**src/design/ioslw_pkg.sv**
```systemverilog
// Package for the second-level IOMMU walk core: store geometry, status and
// item-kind codes, and the item record passed from the front end to the walker.
// No dependencies.
`default_nettype none

package ioslw_pkg;

  // Table store, 64-bit words. Depth must be a power of two; addresses wrap on it.
  localparam int STORE_WORDS = 4096;
  localparam int ADDR_W      = $clog2(STORE_WORDS);

  // Item queue between front end and walker. Depth is a power of two.
  localparam int QDEPTH = 2;
  localparam int QPTR_W = (QDEPTH > 1) ? $clog2(QDEPTH) : 1;
  localparam int QCNT_W = $clog2(QDEPTH + 1);

  // Port field widths
  localparam int WIDX_W    = 12;
  localparam int S_TDATA_W = 168;
  localparam int M_TDATA_W = 72;

  // Configuration register indexes
  localparam logic CFG_TABLES_READY = 1'b0;
  localparam logic CFG_ROOT_ADDR    = 1'b1;

  // Request kinds on tuser
  localparam logic REQ_WRITE     = 1'b0;
  localparam logic REQ_TRANSLATE = 1'b1;

  localparam logic [2:0] AW_3LEVEL = 3'd1;

  typedef enum logic [2:0] {
    ST_OK          = 3'd0,
    ST_NOT_READY   = 3'd1,
    ST_INVALID     = 3'd2,
    ST_NOT_PRESENT = 3'd3,
    ST_UNSUPPORTED = 3'd4
  } status_t;

  // What the walker has to do with a queued item
  typedef enum logic [1:0] {
    K_WRITE = 2'd0,  // store write
    K_WALK  = 2'd1,  // full table walk
    K_DONE  = 2'd2   // status already known
  } kind_t;

  typedef struct packed {
    kind_t               kind;
    logic                wr_ok;     // write index inside the store
    logic [ADDR_W-1:0]   addr;      // write word, or root entry word for a walk
    logic [63:0]         data;
    status_t             status;
    logic [7:0]          ctx_off;   // {dev[4:0], func[2:0]}
    logic                iova_bad;  // iova at or beyond 2^39
    logic [8:0]          pdx;       // iova[38:30]
    logic [29:0]         iova_off;
  } item_t;

endpackage

`default_nettype wire

```
**src/design/ioslw_queue.sv**
```systemverilog
// Short FIFO of classified items between front end and walker.
// Depends on ioslw_pkg.
`default_nettype none

module ioslw_queue
  import ioslw_pkg::*;
(
  input  wire logic  clk,
  input  wire logic  rst,
  input  wire logic  push,
  input  wire item_t push_item,
  output      logic  full,
  input  wire logic  pop,
  output      logic  not_empty,
  output      item_t head
);

  item_t             slots [QDEPTH];
  logic [QPTR_W-1:0] wptr;
  logic [QPTR_W-1:0] rptr;
  logic [QCNT_W-1:0] count;

  assign full      = (count == QCNT_W'(QDEPTH));
  assign not_empty = (count != '0);
  assign head      = slots[rptr];

  always_ff @(posedge clk) begin
    if (rst) begin
      wptr  <= '0;
      rptr  <= '0;
      count <= '0;
    end else begin
      if (push) wptr <= wptr + 1'b1;
      if (pop)  rptr <= rptr + 1'b1;
      if (push && !pop)      count <= count + 1'b1;
      else if (pop && !push) count <= count - 1'b1;
    end
  end

  always_ff @(posedge clk) begin
    if (push) slots[wptr] <= push_item;
  end

endmodule

`default_nettype wire

```
**config.mk**
```make
export PLATFORM = sky130hd
export DESIGN_NAME = ioslw_queue
export DESIGN_NICKNAME = d
export VERILOG_FILES = /design/src/design/ioslw_pkg.sv /design/src/design/ioslw_queue.sv
export SDC_FILE = /design/constraint.sdc
export NUM_CORES = 1
export LEC_CHECK = 0
export BUFFER_PORTS_ARGS = -buffer_cell sky130_fd_sc_hd__buf_2
export CAP_MARGIN = 20
export CORE_MARGIN = 5
export CORE_UTILIZATION = 35
export DETAILED_ROUTE_END_ITERATION = 7
export PLACE_DENSITY = 0.62
export SLEW_MARGIN = 10
export SYNTH_ARGS = -nofsm -noshare
export SYNTH_HDL_FRONTEND = slang
export SYNTH_SLANG_ARGS = --single-unit
```
**constraint.sdc**
```tcl
create_clock -name clk -period 11.98 [get_ports clk]
set_input_delay 1.797 -clock clk [delete_from_list [all_inputs] [get_ports clk]]
set_output_delay 1.797 -clock clk [all_outputs]
set_load 0.02 [all_outputs]
```
======== Yosys cells after proc, flatten, opt, wreduce, memory -nomap -nowiden ========
Memories as Yosys holds them, arrays and structs flattened. A register that Yosys moved wholly into a read port is not among the register bits.
Cells that the tools add are included.
cells by class
  $add $sub $neg .......................... 4
  equality and inequality tests ........... 1
  mux-type cells .......................... 6
  reduce and logical (&&, ||, !) cells .... 6
operators with widths
  cell                                              number
  2-to-1 mux 1 bit                                  4
  2-to-1 mux 2 bit                                  2
  nonzero test 2 bit                                2
  adder 1 bit, second input constant                2
  adder 2 x 1 -> 2 bit, second input constant       1
  == test 2 bit, second input constant              1
  logical AND 1 bit                                 2
  zero test 1 bit                                   2
  subtractor 2 x 1 -> 2 bit, second input constant  1
word-level totals
  flip-flop bits (word level) ............. 4
  RAM bits ................................ 260
  input port bits ......................... 134
  output and inout bits ................... 132
  memories ................................ 1
memory list
  name   words  width  rd ports  clocked after Yosys merged registers in  wr ports  line               RTL
  slots  2      130    1         1                                        1         ioslw_queue.sv:18  item_t slots [QDEPTH];

======== Logic depth before layout (Yosys ltp) ========
  depth in word-level cells ............... 4
  gate-level depth with buffers ........... 5
  gate-level depth less buffers ........... 5

======== Worst setup path after synthesis ========
Ideal clock, no wire load.
  path type ............................... input to register
  from .................................... in push
  to ...................................... mem slots[0][0] in the netlist's numbering (enable)
  setup time .............................. 0.636 ns
  arrival time ............................ 7.431 ns
  required time ........................... 11.344 ns
  slack ................................... 3.913 ns
  stages .................................. 1
  path through ............................ nor2b_1
between the ends
  word-level cells in the longest chain between the ends .. 2
ends and longest elaborated chain
  element                                 line               RTL
  from (decl)                             ioslw_queue.sv:10  input wire logic push,
  2-to-1 mux 1 bit                        ioslw_queue.sv:41  if (push) slots[wptr] <= push_item;
  2-to-1 mux 1 bit (implied by the code)  ioslw_queue.sv:41
  to (decl)                               ioslw_queue.sv:18
No other way between the ends.

==> qor.yml <==
floorplan:
  die_x_um: 176
  die_height_um: 176
  core_area_um2: 27000
  initial_core_util_pct: 35.6
  num_rows: 60
  ioPinCount: 266
  dieArea_um2: 30900
worst_hold_path:
  min_path_type: "reg -> reg"
  min-delay-start: "rptr"
  holdPathStages: 2
  hold_end: "rptr"
clocking:
  cts.clk_slew.worst_paths_ps: 50
  cts_tree: "done"
  cts_root_buffer: "clkbuf_16"
  cts_sinks: 265
  clk_path_buf_depth: 3
  numCtsBuffers: 29
  cts-resized-gates: 0
  postCtsSetupBuffers: 0
  clock_latency_ps: 540
  cts_hold_buf: 0
  cts-htree-levels: 1
critical_path:
  worstSetupStartpointType: "register"
  rrSetupSlack_ps: 9380
  reg2reg_to: "slots[1][56]"
  r2r-start: "wptr"
  worstPathArrival_ps: 3030
  crit_type: "reg -> out"
  endpoint_kind: "output pin"
  rr_worst_depth: 3
  worst-path-max-fanout: 68
  required_ps: 10180
global_route:
  grt_pass1_vias: 5089
  antenna_found_initial: 1
  grt_pass1_wl_um: 28500
  overflow: 0
  grt_usage_pct: 11.6
  grt_max_degree: 131
timing:
  slew_headroom_pct: 31.8
  grt_setup_unrepaired: "false"
  slew_violations: 0
  tightest_slew_ps: 1020
  tns_ps: 0
  skew_ps: 18.2
  fin_crit_ps: 4820
  finalCritPeriodShare_pct: 40.3
  hold_slack_ps: 518
  final-setup-viol-count: 0
  final-hold-violation-count: 0
  timing.fmax_mhz: 207
placement:
  placed_cell_area_um2: 11300
  hpwl_um: 11900
  io_buffer_count: 265
  placed_cells: 1022
  gp_congestion: 0.722
synth:
  synth_area_um2: 9610
  ys_types: 17
  ys_seq_elements: 265
  synth_fp_nets: 561
  syn_inst: 426
  yosysWarnings: 0
  seq_area_frac_synth_pct: 82.2
  avgSynthCellArea_um2: 22.6
cells_and_area:
  n_antenna_cell: 0
  layout.cells.non_filler: 1074
  final_cell_area_um2: 12100
  layout-drive-gt1-share_pct: 59.9
  nets: 847
  area_growth_pct: 26.3
  utilization_pct: 44.9
pwr:
  power_density_nw_per_um2: 177
  ir_worst_vdd_mv: 0.116
  leakage_nw: 4.51
routing:
  dr.pass1.iters: 4
  drt_wl_total_um: 19000
  detail-route-antenna-nets: 0
  vias: 4808
  drtIter0Drc: 221
  drc: 0
  vias_per_cell: 4.48
  drt-wirelength-per-cell_um: 17.7
status:
  status: "completed"
job:
  cap_violations: 0
-- where the power goes --
part	total, W	switching, W	leakage (nW)	internal, W
Clock	0.000797	0.000333	0.414	0.000464
Sequential	0.00110	0.0000208	2.48	0.00108
Combinational	0.000248	0.000147	1.61	0.000101
Total	0.00215	0.000501	4.51	0.00165
-- critical path, cell delays in order, from the launching register on --
cell     delay [ps]
dfxtp_4         980
buf_4           800
mux2_2          450
buf_2           170
-- synth_stat cells (all sizes together) --
library cell / instances / area (µm²)
mux2: 130 / 1460
or3: 1 / 6.26
xor2: 2 / 17.5
nor2: 4 / 15.0
inv: 1 / 3.75
a21oi: 1 / 5.00
nor2b: 2 / 12.5
or2: 1 / 6.26
edfxtp: 260 / 7810
o21ai: 1 / 5.00
dfxtp: 5 / 100
buf: 14 / 135
and2: 1 / 6.26
ha: 1 / 12.5
xnor2: 2 / 17.5
-- worst max-delay path by stage --
stage / startpoint / end / slack, ps / cells past startpoint
3_5_place_dp: register / head[51] / 7650 / 3
4_1_cts: register / head[51] / 7060 / 3
5_1_grt: register / head[51] / 6990 / 3
3_3_place_gp: register / head[51] / 7670 / 3
2_1_floorplan: push / slots[0][0] / 3910 / 1
6_report: register / head[51] / 7160 / 3
-- metal layers --
metal | wire, µm | part of all wire (%) | GRT usage, %
met3 | 1720 | 9.1 | 4.22
met5 | 13 | 0.068 | 0
met1 | 7630 | 40 | 14.5
met4 | 478 | 2.5 | 2.96
met2 | 9140 | 48 | 19.2
-- sequential cells by signal, indices dropped and copies added, names as in the netlist, named ones only --
signal / cells
rptr: 1
wptr: 1
count: 2
slots: 260
-- per-stage QoR --
stage / total power, W / setup WS [ps]
global placement: 0.00137 / 7670
CTS: 0.00219 / 7060
floorplan: 0.00129 / 3910
detailed placement: 0.00138 / 7650
finish: 0.00215 / 7160
global route: 0.00224 / 6990
-- logic make-up (layout without fill, tap and decap cells) --
kind of cell,count (synthesis),count (layout),synth area share (%)
adders and majority gates,1,1,0.130
muxes,130,130,15.2
xor gates and xnor gates,4,4,0.364
and+or+nand+nor,9,9,0.482
buffers and inverters,15,322,1.44
DFF,265,265,82.2
AOI/OAI and AO/OA,2,2,0.104
-- area by class of cell --
cell class                      count  area [µm²]
Timing Repair Buffer              269        1370
Clock inverter                     14        96.3
Tap cell                          341         427
Inverter                            1        3.75
Fill cell                        2414       14900
Multi-Input combinational cell    146        1580
Clock buffer                       38         759
Sequential cell                   265        7910
-- layout by cell type (no fill, tap or decap), types with 2 or more instances in the layout --
cell / synthesis / routed
buf_4: 1 / 3
clkbuf_1: 0 / 9
clkinv_2: 0 / 3
mux2_2: 130 / 130
edfxtp_1: 260 / 260
dfxtp_1: 5 / 4
xnor2_1: 2 / 2
xor2_1: 2 / 2
clkinv_1: 0 / 7
nor2_1: 4 / 4
clkbuf_16: 0 / 29
buf_2: 3 / 265
Note: power is estimated with default switching activity, not from simulation.
