<file path="src/design/ioslw_pkg.sv">
// Package for the second-level IOMMU walk core: store geometry, status and
// item-kind codes, and the item record passed from the front end to the walker.
// No dependencies.
`default_nettype none

package ioslw_pkg;

  // Table store, 64-bit words. Depth must be a power of two; addresses wrap on it.
  localparam int STORE_WORDS = 4096;
  localparam int ADDR_W      = $clog2(STORE_WORDS);

  // Item queue between front end and walker. Depth is a power of two.
  localparam int QDEPTH = 2;
  localparam int QPTR_W = (QDEPTH > 1) ? $clog2(QDEPTH) : 1;
  localparam int QCNT_W = $clog2(QDEPTH + 1);

  // Port field widths
  localparam int WIDX_W    = 12;
  localparam int S_TDATA_W = 168;
  localparam int M_TDATA_W = 72;

  // Configuration register indexes
  localparam logic CFG_TABLES_READY = 1'b0;
  localparam logic CFG_ROOT_ADDR    = 1'b1;

  // Request kinds on tuser
  localparam logic REQ_WRITE     = 1'b0;
  localparam logic REQ_TRANSLATE = 1'b1;

  localparam logic [2:0] AW_3LEVEL = 3'd1;

  typedef enum logic [2:0] {
    ST_OK          = 3'd0,
    ST_NOT_READY   = 3'd1,
    ST_INVALID     = 3'd2,
    ST_NOT_PRESENT = 3'd3,
    ST_UNSUPPORTED = 3'd4
  } status_t;

  // What the walker has to do with a queued item
  typedef enum logic [1:0] {
    K_WRITE = 2'd0,  // store write
    K_WALK  = 2'd1,  // full table walk
    K_DONE  = 2'd2   // status already known
  } kind_t;

  typedef struct packed {
    kind_t               kind;
    logic                wr_ok;     // write index inside the store
    logic [ADDR_W-1:0]   addr;      // write word, or root entry word for a walk
    logic [63:0]         data;
    status_t             status;
    logic [7:0]          ctx_off;   // {dev[4:0], func[2:0]}
    logic                iova_bad;  // iova at or beyond 2^39
    logic [8:0]          pdx;       // iova[38:30]
    logic [29:0]         iova_off;
  } item_t;

endpackage

`default_nettype wire

</file>
<file path="src/design/ioslw_front.sv">
// Front end: configuration registers, input acceptance and item classification.
// Depends on ioslw_pkg.
`default_nettype none

module ioslw_front
  import ioslw_pkg::*;
(
  input  wire logic                 clk,
  input  wire logic                 rst,
  input  wire logic                 cfg_we,
  input  wire logic                 cfg_index,
  input  wire logic [63:0]          cfg_data,
  input  wire logic                 s_axis_tvalid,
  output      logic                 s_axis_tready,
  input  wire logic [S_TDATA_W-1:0] s_axis_tdata,
  input  wire logic                 s_axis_tuser,
  input  wire logic                 q_full,
  output      logic                 q_push,
  output      item_t                q_item
);

  logic        tables_ready;
  logic [63:0] root_table_addr;

  logic [WIDX_W-1:0] word_index;
  logic [63:0]       word_data;
  logic [7:0]        bus;
  logic [7:0]        dev;
  logic [7:0]        func;
  logic [63:0]       iova;

  always_ff @(posedge clk) begin
    if (rst) begin
      tables_ready    <= 1'b0;
      root_table_addr <= '0;
    end else if (cfg_we) begin
      case (cfg_index)
        CFG_TABLES_READY: tables_ready    <= cfg_data[0];
        CFG_ROOT_ADDR:    root_table_addr <= cfg_data;
        default:          ;
      endcase
    end
  end

  assign word_index = s_axis_tdata[11:0];
  assign word_data  = s_axis_tdata[75:12];
  assign bus        = s_axis_tdata[83:76];
  assign dev        = s_axis_tdata[91:84];
  assign func       = s_axis_tdata[99:92];
  assign iova       = s_axis_tdata[163:100];

  assign s_axis_tready = !q_full;
  assign q_push        = s_axis_tvalid && !q_full;

  always_comb begin
    q_item          = '0;
    q_item.data     = word_data;
    q_item.ctx_off  = {dev[4:0], func[2:0]};
    q_item.iova_bad = |iova[63:39];
    q_item.pdx      = iova[38:30];
    q_item.iova_off = iova[29:0];
    q_item.status   = ST_OK;
    if (s_axis_tuser == REQ_WRITE) begin
      q_item.kind  = K_WRITE;
      q_item.wr_ok = (32'(word_index) < 32'(STORE_WORDS));
      q_item.addr  = ADDR_W'(word_index);
    end else if (!tables_ready) begin
      q_item.kind   = K_DONE;
      q_item.status = ST_NOT_READY;
    end else if (|dev[7:5] || |func[7:3]) begin
      q_item.kind   = K_DONE;
      q_item.status = ST_INVALID;
    end else begin
      // root entry: 4 KiB aligned base + bus * 16 bytes, i.e. two words per bus
      q_item.kind = K_WALK;
      q_item.addr = {root_table_addr[ADDR_W+2:12], 9'd0} + ADDR_W'({bus, 1'b0});
    end
  end

endmodule

`default_nettype wire

</file>
<file path="config.mk">
export PLATFORM = sky130hd
export DESIGN_NAME = ioslw_front
export DESIGN_NICKNAME = d
export VERILOG_FILES = /design/src/design/ioslw_pkg.sv /design/src/design/ioslw_front.sv
export SDC_FILE = /design/constraint.sdc
export NUM_CORES = 1
export LEC_CHECK = 0
export BUFFER_PORTS_ARGS = -buffer_cell sky130_fd_sc_hd__buf_4
export CAP_MARGIN = 5
export CORE_AREA = 4 4 141 143
export CTS_CLUSTER_DIAMETER = 100
export DETAILED_ROUTE_END_ITERATION = 10
export DIE_AREA = 0 0 145 147
export HOLD_SLACK_MARGIN = 0.05
export PLACE_DENSITY_LB_ADDON = 0.08
export SLEW_MARGIN = 10
export SYNTH_ARGS = -nofsm -noshare
export SYNTH_HDL_FRONTEND = slang
export SYNTH_SLANG_ARGS = --single-unit
</file>
<file path="constraint.sdc">
create_clock -name clk -period 4.5 [get_ports clk]
set_clock_uncertainty 0.1 [all_clocks]
set_input_delay 0.9 -clock clk [delete_from_list [all_inputs] [get_ports clk]]
set_output_delay 0.9 -clock clk [all_outputs]
set_load 0.01 [all_outputs]
</file>
Word-level counts from Yosys, hierarchy flattened
Cells that the tools add are included.

Register bits: 16. Output and inout bits: 132. Word-level logic and storage cells: 22.

Add/sub/neg operators: 1. Muxes and demuxes: 10. Bitwise gates (word level): 1. Reductions and logical operators: 8.

Operator list (count): 12-bit 2-to-1 mux (3); 25-bit OR reduction (1); 12-bit by 9-bit adder with 12-bit output (1); 2-bit 2-to-1 mux (6); 5-bit OR reduction (1); 2-bit AND reduction (2); 3-bit OR reduction (1); 1-bit logical AND (1); 1-bit zero test (1); 1-bit logical OR (1); 1-bit 2-to-1 mux (1); 1-bit inverter (1).

Depth between registers and ports, before layout
Gate-level depths: netlist of run 1.

Depth in word-level cells: 5. Depth in mapped cells: 4. Gate-level depth less buffers: 3.

Least setup slack after synthesis of run 1
Ideal clock, no wire load.

Path type: input -> output. Start: input s_axis_tdata[97]. End: output q_item[117] (netlist bit). Arrival: 1.989 ns. Required time: 3.500 ns. Slack: 1.511 ns. Cell stages on the path: 4. Buffers on the path: 1. Cell sequence: or4_4 nor3_4 buf_6 a31o_1.

RTL lines: start: declaration (line ioslw_front.sv:15) `input wire logic [S_TDATA_W-1:0] s_axis_tdata,`; end: declaration (line ioslw_front.sv:19) `output item_t q_item`.

==> impl_metrics.csv, run 1 <==
group,metric,value,unit
critical_path,path_max_fanout,12,
synth,avgSynthCellArea,7.42,um2
timing,period_minus_slack,3.32,ns
floorplan,coreArea,18600,um2
routing,drt_iter0_markers,4,
critical_path,cp_cell_sequence,"buf_4 -> or4_4 -> nor3_4 -> buf_4 -> a31o_1 -> buf_4",
clock_network,clk_path_buf_depth,2,
min_path,hold_path.class,"reg -> reg",
critical_path,crit_top_cell,"buf_4",
grt,grt_max_degree,25,
clock_network,cts_tree,"yes",
critical_path,slowest_stage,"or4_4",
synth,yosysSeqAreaShare,0.0610,
floorplan,initial_core_util,0.0707,
timing,slew_viol_final,0,
grt,grt_first_pass_wirelength,5930,um
run,cap_violations,0,
clock_network,h-tree-depth,1,
clock_network,cts.sinks,4,
floorplan,rows,50,
grt,antenna_found_initial,0,
clock_network,root_buffer,"clkbuf_16",
timing,setup_violations,0,
outcome,outcome,"finished, final reports clean",
routing,viasPerCell,2.54,
grt,grt_use_total,0.0350,
finish,final_cell_count_no_fill,383,
power,power_density,179,nW/um2
finish,num-fill-cells,2176,
routing,first_pass_iters,2,
clock_network,cts_resized,0,
timing,timing.fmax,0.301,GHz
clock_network,cts_buffers,3,
grt,first_global_vias,1043,
critical_path,worstSetupEndpointType,"output port",
synth,yosysWarnings,0,
timing,hold_viol_final,0,
routing,postRouteAntennaNets,0,
critical_path,cp_data_arrival_time,2.32,ns
routing,drc,0,
critical_path,crit_type,"in -> out",
clock_network,clkLatencyLatePin,0.22,ns
power,ir_drop,0.0000566,V
synth,syn_inst,177,
finish,final_nets,390,
finish,stdcell_area,1450,um2
synth,yosysUniqueCellTypes,20,
placement,hpwl,3370,um
floorplan,die_w,145,um
placement,pre_cts_ws,1.14,ns
routing,dr_total_vias,972,
finish,antenna_cells,0,
finish,areaGrowthSynthToFinish,10.6,%
power,p_leak,0.605,nW
placement,port_buffers,83,
timing,setup_tns,0,ns
routing,avgRoutedWirePerCell,10.6,um
synth,syn_nets,416,
clock_network,holdBufCountCts,0,
critical_path,crit_buf_inv,3,
synth,ys_ff_latch,4,
critical_path,slowest_delay,0.57,ns
floorplan,die_height,147,um
placement,placed_cells,380,
critical_path,critPathTopFamily,"simple AND/OR/NAND/NOR gates",
critical_path,cp.required,3.50,ns
routing,finalWirelength,4050,um
clock_network,cts_setup_buffers,0,
floorplan,io_pins,371,
finish,drive_gt1_frac,0.617,
timing,rsz0062_at_grt,"no",
placement,placed_cell_area,1380,um2
grt,grt_overflow,0,
clock_network,cts.clk_slew.worst_paths,0.03,ns
placement,gp_congestion,0.600,
synth,netlist_area,1310,um2
critical_path,worstSetupStartpointType,"input port",
floorplan,dieArea,21300,um2
timing,period_share,0.738,
timing,worst_slack,1.18,ns
## layout make-up
| type | instances | area (um2) | share of cell area |
|---|---|---|---|
| repair buffers | 84 | 631 | 0.434 |
| multi-input cells | 55 | 363 | 0.250 |
| well taps | 234 | 293 | 0.202 |
| flip-flops and latches | 4 | 80.1 | 0.0551 |
| clock buffers | 3 | 75.1 | 0.0517 |
| inverters | 3 | 11.3 | 0.00775 |
## state kept, by name, indices dropped and copies added, names as in the netlist
signal           count
tables_ready         1
root_table_addr      3
## tightest hold or removal path, stage by stage, from the launching register on
cell and delay (ns):
dfxtp_1 0.31, nand2_1 0.06, a21oi_1 0.05
## cell usage in the layout, fill, tap and decap left out
| cell type | count |
|---|---|
| mux2i_1 | 1 |
| nand3_1 | 3 |
| clkbuf_16 | 3 |
| nor3_4 | 1 |
| conb_1 | 1 |
| or4_4 | 2 |
| nand4_1 | 1 |
| buf_4 | 84 |
| nand2_1 | 4 |
| dfxtp_1 | 4 |
| and4_1 | 1 |
| a31o_2 | 2 |
| nor2b_1 | 14 |
| a21oi_1 | 3 |
| nor2_1 | 5 |
| a31o_1 | 9 |
| inv_1 | 3 |
| nor3_1 | 2 |
| nor4_1 | 6 |
## power by group
group          total (mW)  switching [mW]  internal (mW)
logic              0.0821          0.0283         0.0538
clock network       0.139          0.0250          0.114
registers          0.0388         0.00141         0.0374
## logic make-up after synthesis
logic type / Yosys count / share of synthesized area
AOI/OAI and AO/OA: 14 / 0.0848
buffers and inverters: 118 / 0.663
DFF: 4 / 0.0610
muxes: 1 / 0.00762
other: 1 / 0.00285
and+or+nand+nor: 39 / 0.181
## path summary, 6_finish.rpt
| kind | depth (start not counted) | slack, ns | end | from |
|---|---|---|---|---|
| max | 6 | 1.18 | q_item[124] | s_axis_tdata[97] |
| min | 2 | 0.37 | root_table_addr[14] | root_table_addr[14] |
| max reg2reg | 2 | 3.77 | tables_ready | tables_ready |
| min reg2reg | 2 | 0.37 | root_table_addr[14] | root_table_addr[14] |
## metal layers
| layer | GRT usage | wire, um | up-vias |
|---|---|---|---|
| li1 | - | - | 408 |
| met1 | 0.0340 | 1410 | 431 |
| met2 | 0.0568 | 1800 | 87 |
| met3 | 0.0179 | 630 | 46 |
| met4 | 0.0271 | 208 | 0 |
| met5 | 0 | 0 | - |
## cell usage after synthesis (all sizes together)
cell type  number  area share
a21oi           3       0.011
conb            1      0.0029
nand2           4       0.011
mux2i           1      0.0076
nand3           3       0.011
nor3            3       0.020
clkbuf          2      0.0057
a31o           11       0.073
nand4           1      0.0048
dfxtp           4       0.061
nor2b          14       0.067
nor2            5       0.014
nor4            6       0.029
buf           113        0.65
or4             2       0.017
inv             3      0.0086
and4            1      0.0067
## stage by stage
step	hold WS, ns	utilization	power [mW]
2_1_floorplan	0.331	-	0.164
3_3_place_gp	0.364	0.0741	0.124
3_5_place_dp	0.363	0.0741	0.124
4_1_cts	0.367	0.0782	0.265
5_1_grt	0.408	0.0782	0.275
6_report	0.367	0.0782	0.259
No activity file was read; power rests on OpenSTA's default activity.
==> run 2: changes to the inputs <==
--- a/config.mk
+++ b/config.mk
@@ -7,10 +7,10 @@
 export LEC_CHECK = 0
 export BUFFER_PORTS_ARGS = -buffer_cell sky130_fd_sc_hd__buf_4
 export CAP_MARGIN = 5
-export CORE_AREA = 4 4 141 143
+export CORE_AREA = 4 4 143 145
 export CTS_CLUSTER_DIAMETER = 100
 export DETAILED_ROUTE_END_ITERATION = 10
-export DIE_AREA = 0 0 145 147
+export DIE_AREA = 0 0 147 149
 export HOLD_SLACK_MARGIN = 0.05
 export PLACE_DENSITY_LB_ADDON = 0.08
 export SLEW_MARGIN = 10
==> constraint.sdc (replaced) <==
create_clock -name clk -period 3.2 [get_ports clk]
set_clock_uncertainty 0.1 [all_clocks]
set_input_delay 0.64 -clock clk [delete_from_list [all_inputs] [get_ports clk]]
set_output_delay 0.64 -clock clk [all_outputs]
set_load 0.01 [all_outputs]
==> run 2 against run 1 <==
- combinational power up 40%
- worst hold slack about the same
- sequential cell count unchanged
- largest power group unchanged
==> impl_metrics.csv, run 2 (synthesized netlist as in run 1, its figures left out) <==
group,metric,value,unit
outcome,outcome,"finished, final reports clean",
routing,viasPerCell,2.25,
finish,final_cell_count_no_fill,414,
placement,hpwl,3370,um
clock_network,cts_resized,0,
floorplan,coreArea,19200,um2
min_path,hold_path.class,"reg -> reg",
floorplan,die_w,147,um
critical_path,path_max_fanout,12,
clock_network,clkLatencyLatePin,0.22,ns
routing,drt_iter0_markers,7,
timing,hold_viol_final,0,
critical_path,worstRegToRegCells,2,
critical_path,crit_type,"in -> out",
routing,drc,0,
timing,period_share,0.864,
routing,maxUsedRoutingLayer,"met4",
critical_path,r2r_setup_slack,2.46,ns
timing,setup_tns,0,ns
floorplan,rows,51,
placement,placed_cells,411,
timing,rsz0062_at_grt,"no",
clock_network,cts.clk_slew.worst_paths,0.03,ns
critical_path,worstSetupStartpointType,"input port",
grt,grt_overflow,0,
finish,final_common_cell,"buf_4",
finish,final_cell_mix,"buf_4 (84), nor2b_1 (14), a31o_1 (9)",
power,ir_drop,0.000169,V
timing,slew_viol_final,0,
finish,areaGrowthSynthToFinish,13.5,%
critical_path,r2r_end,"tables_ready",
power,p_leak,0.605,nW
grt,grt_max_degree,25,
grt,grt_use_total,0.0326,
floorplan,io_pins,371,
placement,port_buffers,83,
clock_network,cts_setup_buffers,0,
routing,met2_length,1700,um
critical_path,worstSetupEndpointType,"output port",
timing,period_minus_slack,2.76,ns
grt,antenna_found_initial,0,
min_path,holdPathStages,2,
finish,drive_gt1_frac,0.617,
placement,gp_congestion,0.589,
grt,grt_first_pass_wirelength,5580,um
critical_path,rr_startpoint,"tables_ready",
timing,worst_slack,0.437,ns
finish,final_util,0.0776,
critical_path,cp_data_arrival_time,2.02,ns
run,cap_violations,0,
finish,largest_register_ffs,3,
clock_network,root_buffer,"clkbuf_16",
clock_network,h-tree-depth,1,
min_path,worstHoldStart,"root_table_addr[14]",
placement,pre_cts_ws,0.384,ns
critical_path,cp.required,2.46,ns
floorplan,dieArea,21900,um2
routing,dr_wl_met3,632,um
clock_network,cts.sinks,4,
grt,first_global_vias,987,
finish,num-fill-cells,2264,
finish,final_nets,390,
clock_network,cts_buffers,3,
placement,placed_cell_area,1420,um2
routing,postRouteAntennaNets,0,
finish,antenna_cells,0,
routing,wl_met1,1440,um
finish,stdcell_area,1490,um2
timing,setup_violations,0,
clock_network,clk_path_buf_depth,2,
timing,timing.fmax,0.362,GHz
clock_network,cts_tree,"yes",
floorplan,die_height,149,um
clock_network,holdBufCountCts,0,
floorplan,initial_core_util,0.0684,
routing,dr_total_vias,933,
routing,first_pass_iters,2,
finish,largest_registers,"root_table_addr (3), tables_ready (1)",
routing,avgRoutedWirePerCell,9.76,um
finish,top_register,"root_table_addr",
min_path,hold_end,"root_table_addr[14]",
power,power_density,242,nW/um2
routing,finalWirelength,4040,um
-- run 2: cell counts in the layout (fill, tap and decap cells not counted) --
Identical to the previous run, type by type.
-- run 2: worst max-delay path by stage --
stage | startpoint | to | slack (ns) | cells past startpoint
floorplan | s_axis_tdata[97] | q_item[117] | 0.73 | 4
global placement | s_axis_tdata[97] | q_item[125] | 0.38 | 6
detailed placement | s_axis_tdata[97] | q_item[124] | 0.38 | 6
CTS | s_axis_tdata[97] | q_item[124] | 0.38 | 6
global route | s_axis_tdata[97] | q_item[117] | 0.34 | 6
finish | s_axis_tdata[97] | q_item[124] | 0.44 | 6
-- run 2: worst max-delay path, cell delays in order --
cell and delay, ns:
buf_4 0.11, or4_4 0.56, nor3_4 0.17, buf_4 0.25, a31o_1 0.18, buf_4 0.11
-- run 2: cell type report --
cell class	instances	area (um2)	share of cell area
Timing Repair Buffer	84	631	0.423
Multi-Input combinational cell	55	363	0.243
Tap cell	265	332	0.222
Sequential cell	4	80.1	0.0537
Clock buffer	3	75.1	0.0503
Inverter	3	11.3	0.00755
-- run 2: stage by stage --
step / power, mW / hold WS [ns]
floorplan: 0.231 / 0.331
global placement: 0.175 / 0.367
detailed placement: 0.174 / 0.371
CTS: 0.370 / 0.376
global route: 0.381 / 0.398
finish: 0.361 / 0.366
-- run 2: where the power goes --
part	leakage, nW	internal (mW)	switching (mW)
Sequential	0.0327	0.0526	0.00224
Clock	0.0370	0.159	0.0321
Combinational	0.535	0.0757	0.0393
-- run 2: metal layers --
metal | vias to the layer above | global-route usage
met5 | - | 0
met2 | 75 | 0.0493
met1 | 410 | 0.0331
li1 | 408 | -
met4 | 0 | 0.0289
met3 | 40 | 0.0167
==> run 3: changes to the inputs <==
--- a/config.mk
+++ b/config.mk
@@ -5,7 +5,7 @@
 export SDC_FILE = /design/constraint.sdc
 export NUM_CORES = 1
 export LEC_CHECK = 0
-export BUFFER_PORTS_ARGS = -buffer_cell sky130_fd_sc_hd__buf_4
+export BUFFER_PORTS_ARGS = -buffer_cell sky130_fd_sc_hd__buf_2
 export CAP_MARGIN = 5
 export CORE_AREA = 4 4 143 145
 export CTS_CLUSTER_DIAMETER = 100
==> run 3 against run 2 <==
- cell count rose by 0.24%
- combinational power shrank 23%
- via count shrank 1.2%
- power shrank 6.1%
- sequential power about the same
- register-to-register slack about the same
- clock-buffer cell count is the same
- sequential cell count is the same
- critical endpoint unchanged
==> impl_metrics.csv, run 3 (synthesized netlist as in run 1, its figures left out) <==
group,metric,value,unit
critical_path,worstSetupStartpointType,"input port",
finish,top_register,"root_table_addr",
routing,avgRoutedWirePerCell,9.22,um
power,pwr-share-seq,0.162,
critical_path,cp_data_arrival_time,2.02,ns
timing,period_minus_slack,2.76,ns
power,power_density,263,nW/um2
min_path,hold_path.class,"reg -> reg",
grt,grt_first_pass_wirelength,5330,um
critical_path,cp-endpoint,"q_item[124]",
power,finalPower,0.339,mW
finish,largest_register_ffs,3,
routing,postRouteAntennaNets,0,
finish,final_util,0.0672,
power,combPwrFrac,0.260,
placement,gp_congestion,0.609,
timing,setup_tns,0,ns
clock_network,cts.sinks,4,
finish,drive_gt1_frac,0.620,
placement,port_buffers,83,
routing,drc,0,
critical_path,cp.required,2.46,ns
clock_network,root_buffer,"clkbuf_16",
critical_path,slowest_stage,"or4_4",
grt,first_global_vias,964,
finish,final_nets,391,
critical_path,crit_top_cell,"buf_2",
timing,timing.fmax,0.362,GHz
timing,worst_slack,0.437,ns
finish,stdcell_area,1290,um2
routing,first_pass_iters,4,
finish,areaGrowthSynthToFinish,-1.71,%
floorplan,die_height,149,um
finish,final_common_cell,"buf_2",
finish,final_cell_count_no_fill,415,
critical_path,slowest_delay,0.56,ns
critical_path,critPathTopFamily,"simple AND/OR/NAND/NOR gates",
placement,placed_cell_area,1220,um2
floorplan,dieArea,21900,um2
floorplan,initial_core_util,0.0684,
clock_network,clk_path_buf_depth,2,
power,p_leak,0.545,nW
critical_path,cp_cell_sequence,"buf_2 -> or4_4 -> nor3_4 -> buf_4 -> a31o_1 -> buf_2",
clock_network,h-tree-depth,1,
grt,grt_max_degree,15,
floorplan,die_w,147,um
timing,period_share,0.863,
grt,grt_use_total,0.0313,
finish,final_cell_mix,"buf_2 (83), nor2b_1 (14), a31o_1 (9)",
critical_path,path_max_fanout,12,
power,internal-power,0.261,mW
clock_network,cts.clk_slew.worst_paths,0.03,ns
power,p_sw,0.0779,mW
run,cap_violations,0,
finish,multiInputGateArea,363,um2
critical_path,critPathLaunch,"s_axis_tdata[97]",
timing,hold_slack,0.378,ns
outcome,outcome,"finished, final reports clean",
grt,grt_overflow,0,
floorplan,coreArea,19200,um2
routing,finalWirelength,3830,um
critical_path,crit_buf_inv,3,
critical_path,crit_type,"in -> out",
floorplan,rows,51,
critical_path,worstSetupEndpointType,"output port",
critical_path,r2r_setup_slack,2.47,ns
timing,setup_violations,0,
clock_network,cts_resized,0,
timing,hold_viol_final,0,
power,swShare,0.229,
finish,num-fill-cells,2271,
critical_path,rr_startpoint,"tables_ready",
power,ir_drop,0.000205,V
floorplan,io_pins,371,
clock_network,cts_buffers,3,
placement,pre_cts_ws,0.390,ns
critical_path,r2r_end,"tables_ready",
clock_network,cts_tree,"yes",
grt,antenna_found_initial,0,
placement,placed_cells,412,
routing,drt_iter0_markers,11,
finish,largest_registers,"root_table_addr (3), tables_ready (1)",
finish,antenna_cells,0,
routing,viasPerCell,2.22,
timing,slew_viol_final,0,
critical_path,path_depth,6,
finish,ff_latch_area,80.1,um2
clock_network,holdBufCountCts,0,
timing,rsz0062_at_grt,"no",
placement,hpwl,3240,um
clock_network,clkLatencyLatePin,0.22,ns
routing,dr_total_vias,922,
power,p_clk_frac,0.579,
min_path,worstHoldStart,"root_table_addr[14]",
clock_network,cts_setup_buffers,0,
critical_path,worstRegToRegCells,2,
==> run 3: cell types whose count changed in the layout (fill, tap and decap cells not counted) <==
cell	delta
buf_4	-82
buf_2	+83
==> run 3: power by group through the flow <==
stage / sequential, mW / combinational [mW] / clock [mW]
after floorplan: 0.0542 / 0.176 / 0
after global placement: 0.0560 / 0.0919 / 0
after detailed placement: 0.0558 / 0.0908 / 0
after CTS: 0.0552 / 0.0912 / 0.198
after global routing: 0.0554 / 0.100 / 0.202
final: 0.0549 / 0.0881 / 0.196
==> run 3: cell type report <==
class / instances / share of cell area
multi-input combinational: 55 / 0.281
timing repair buffer: 85 / 0.333
tap: 265 / 0.257
clock buffer: 3 / 0.0581
inverter: 3 / 0.00872
sequential: 4 / 0.0620
==> run 3: routing by layer <==
layer | global-route usage | routed length [um] | up-vias
met5 | 0 | 0 | -
met4 | 0.0303 | 277 | 0
met3 | 0.0155 | 631 | 40
met2 | 0.0470 | 1560 | 79
met1 | 0.0313 | 1360 | 394
li1 | - | - | 409
==> run 3: worst min-delay path: cells and delay by family, from the launching register on <==
kind	cells	cell delay [ns]
compound gates	1	0.06
flops	1	0.31
simple gates	1	0.06
==> run 3: worst min-delay path by stage <==
| stage | to | cells past startpoint | slack (ns) |
|---|---|---|---|
| after floorplan | root_table_addr[12] | 2 | 0.33 |
| after global placement | root_table_addr[14] | 2 | 0.38 |
| after detailed placement | root_table_addr[14] | 2 | 0.38 |
| after CTS | root_table_addr[14] | 2 | 0.38 |
| after global routing | root_table_addr[14] | 2 | 0.40 |
| final | root_table_addr[14] | 2 | 0.38 |
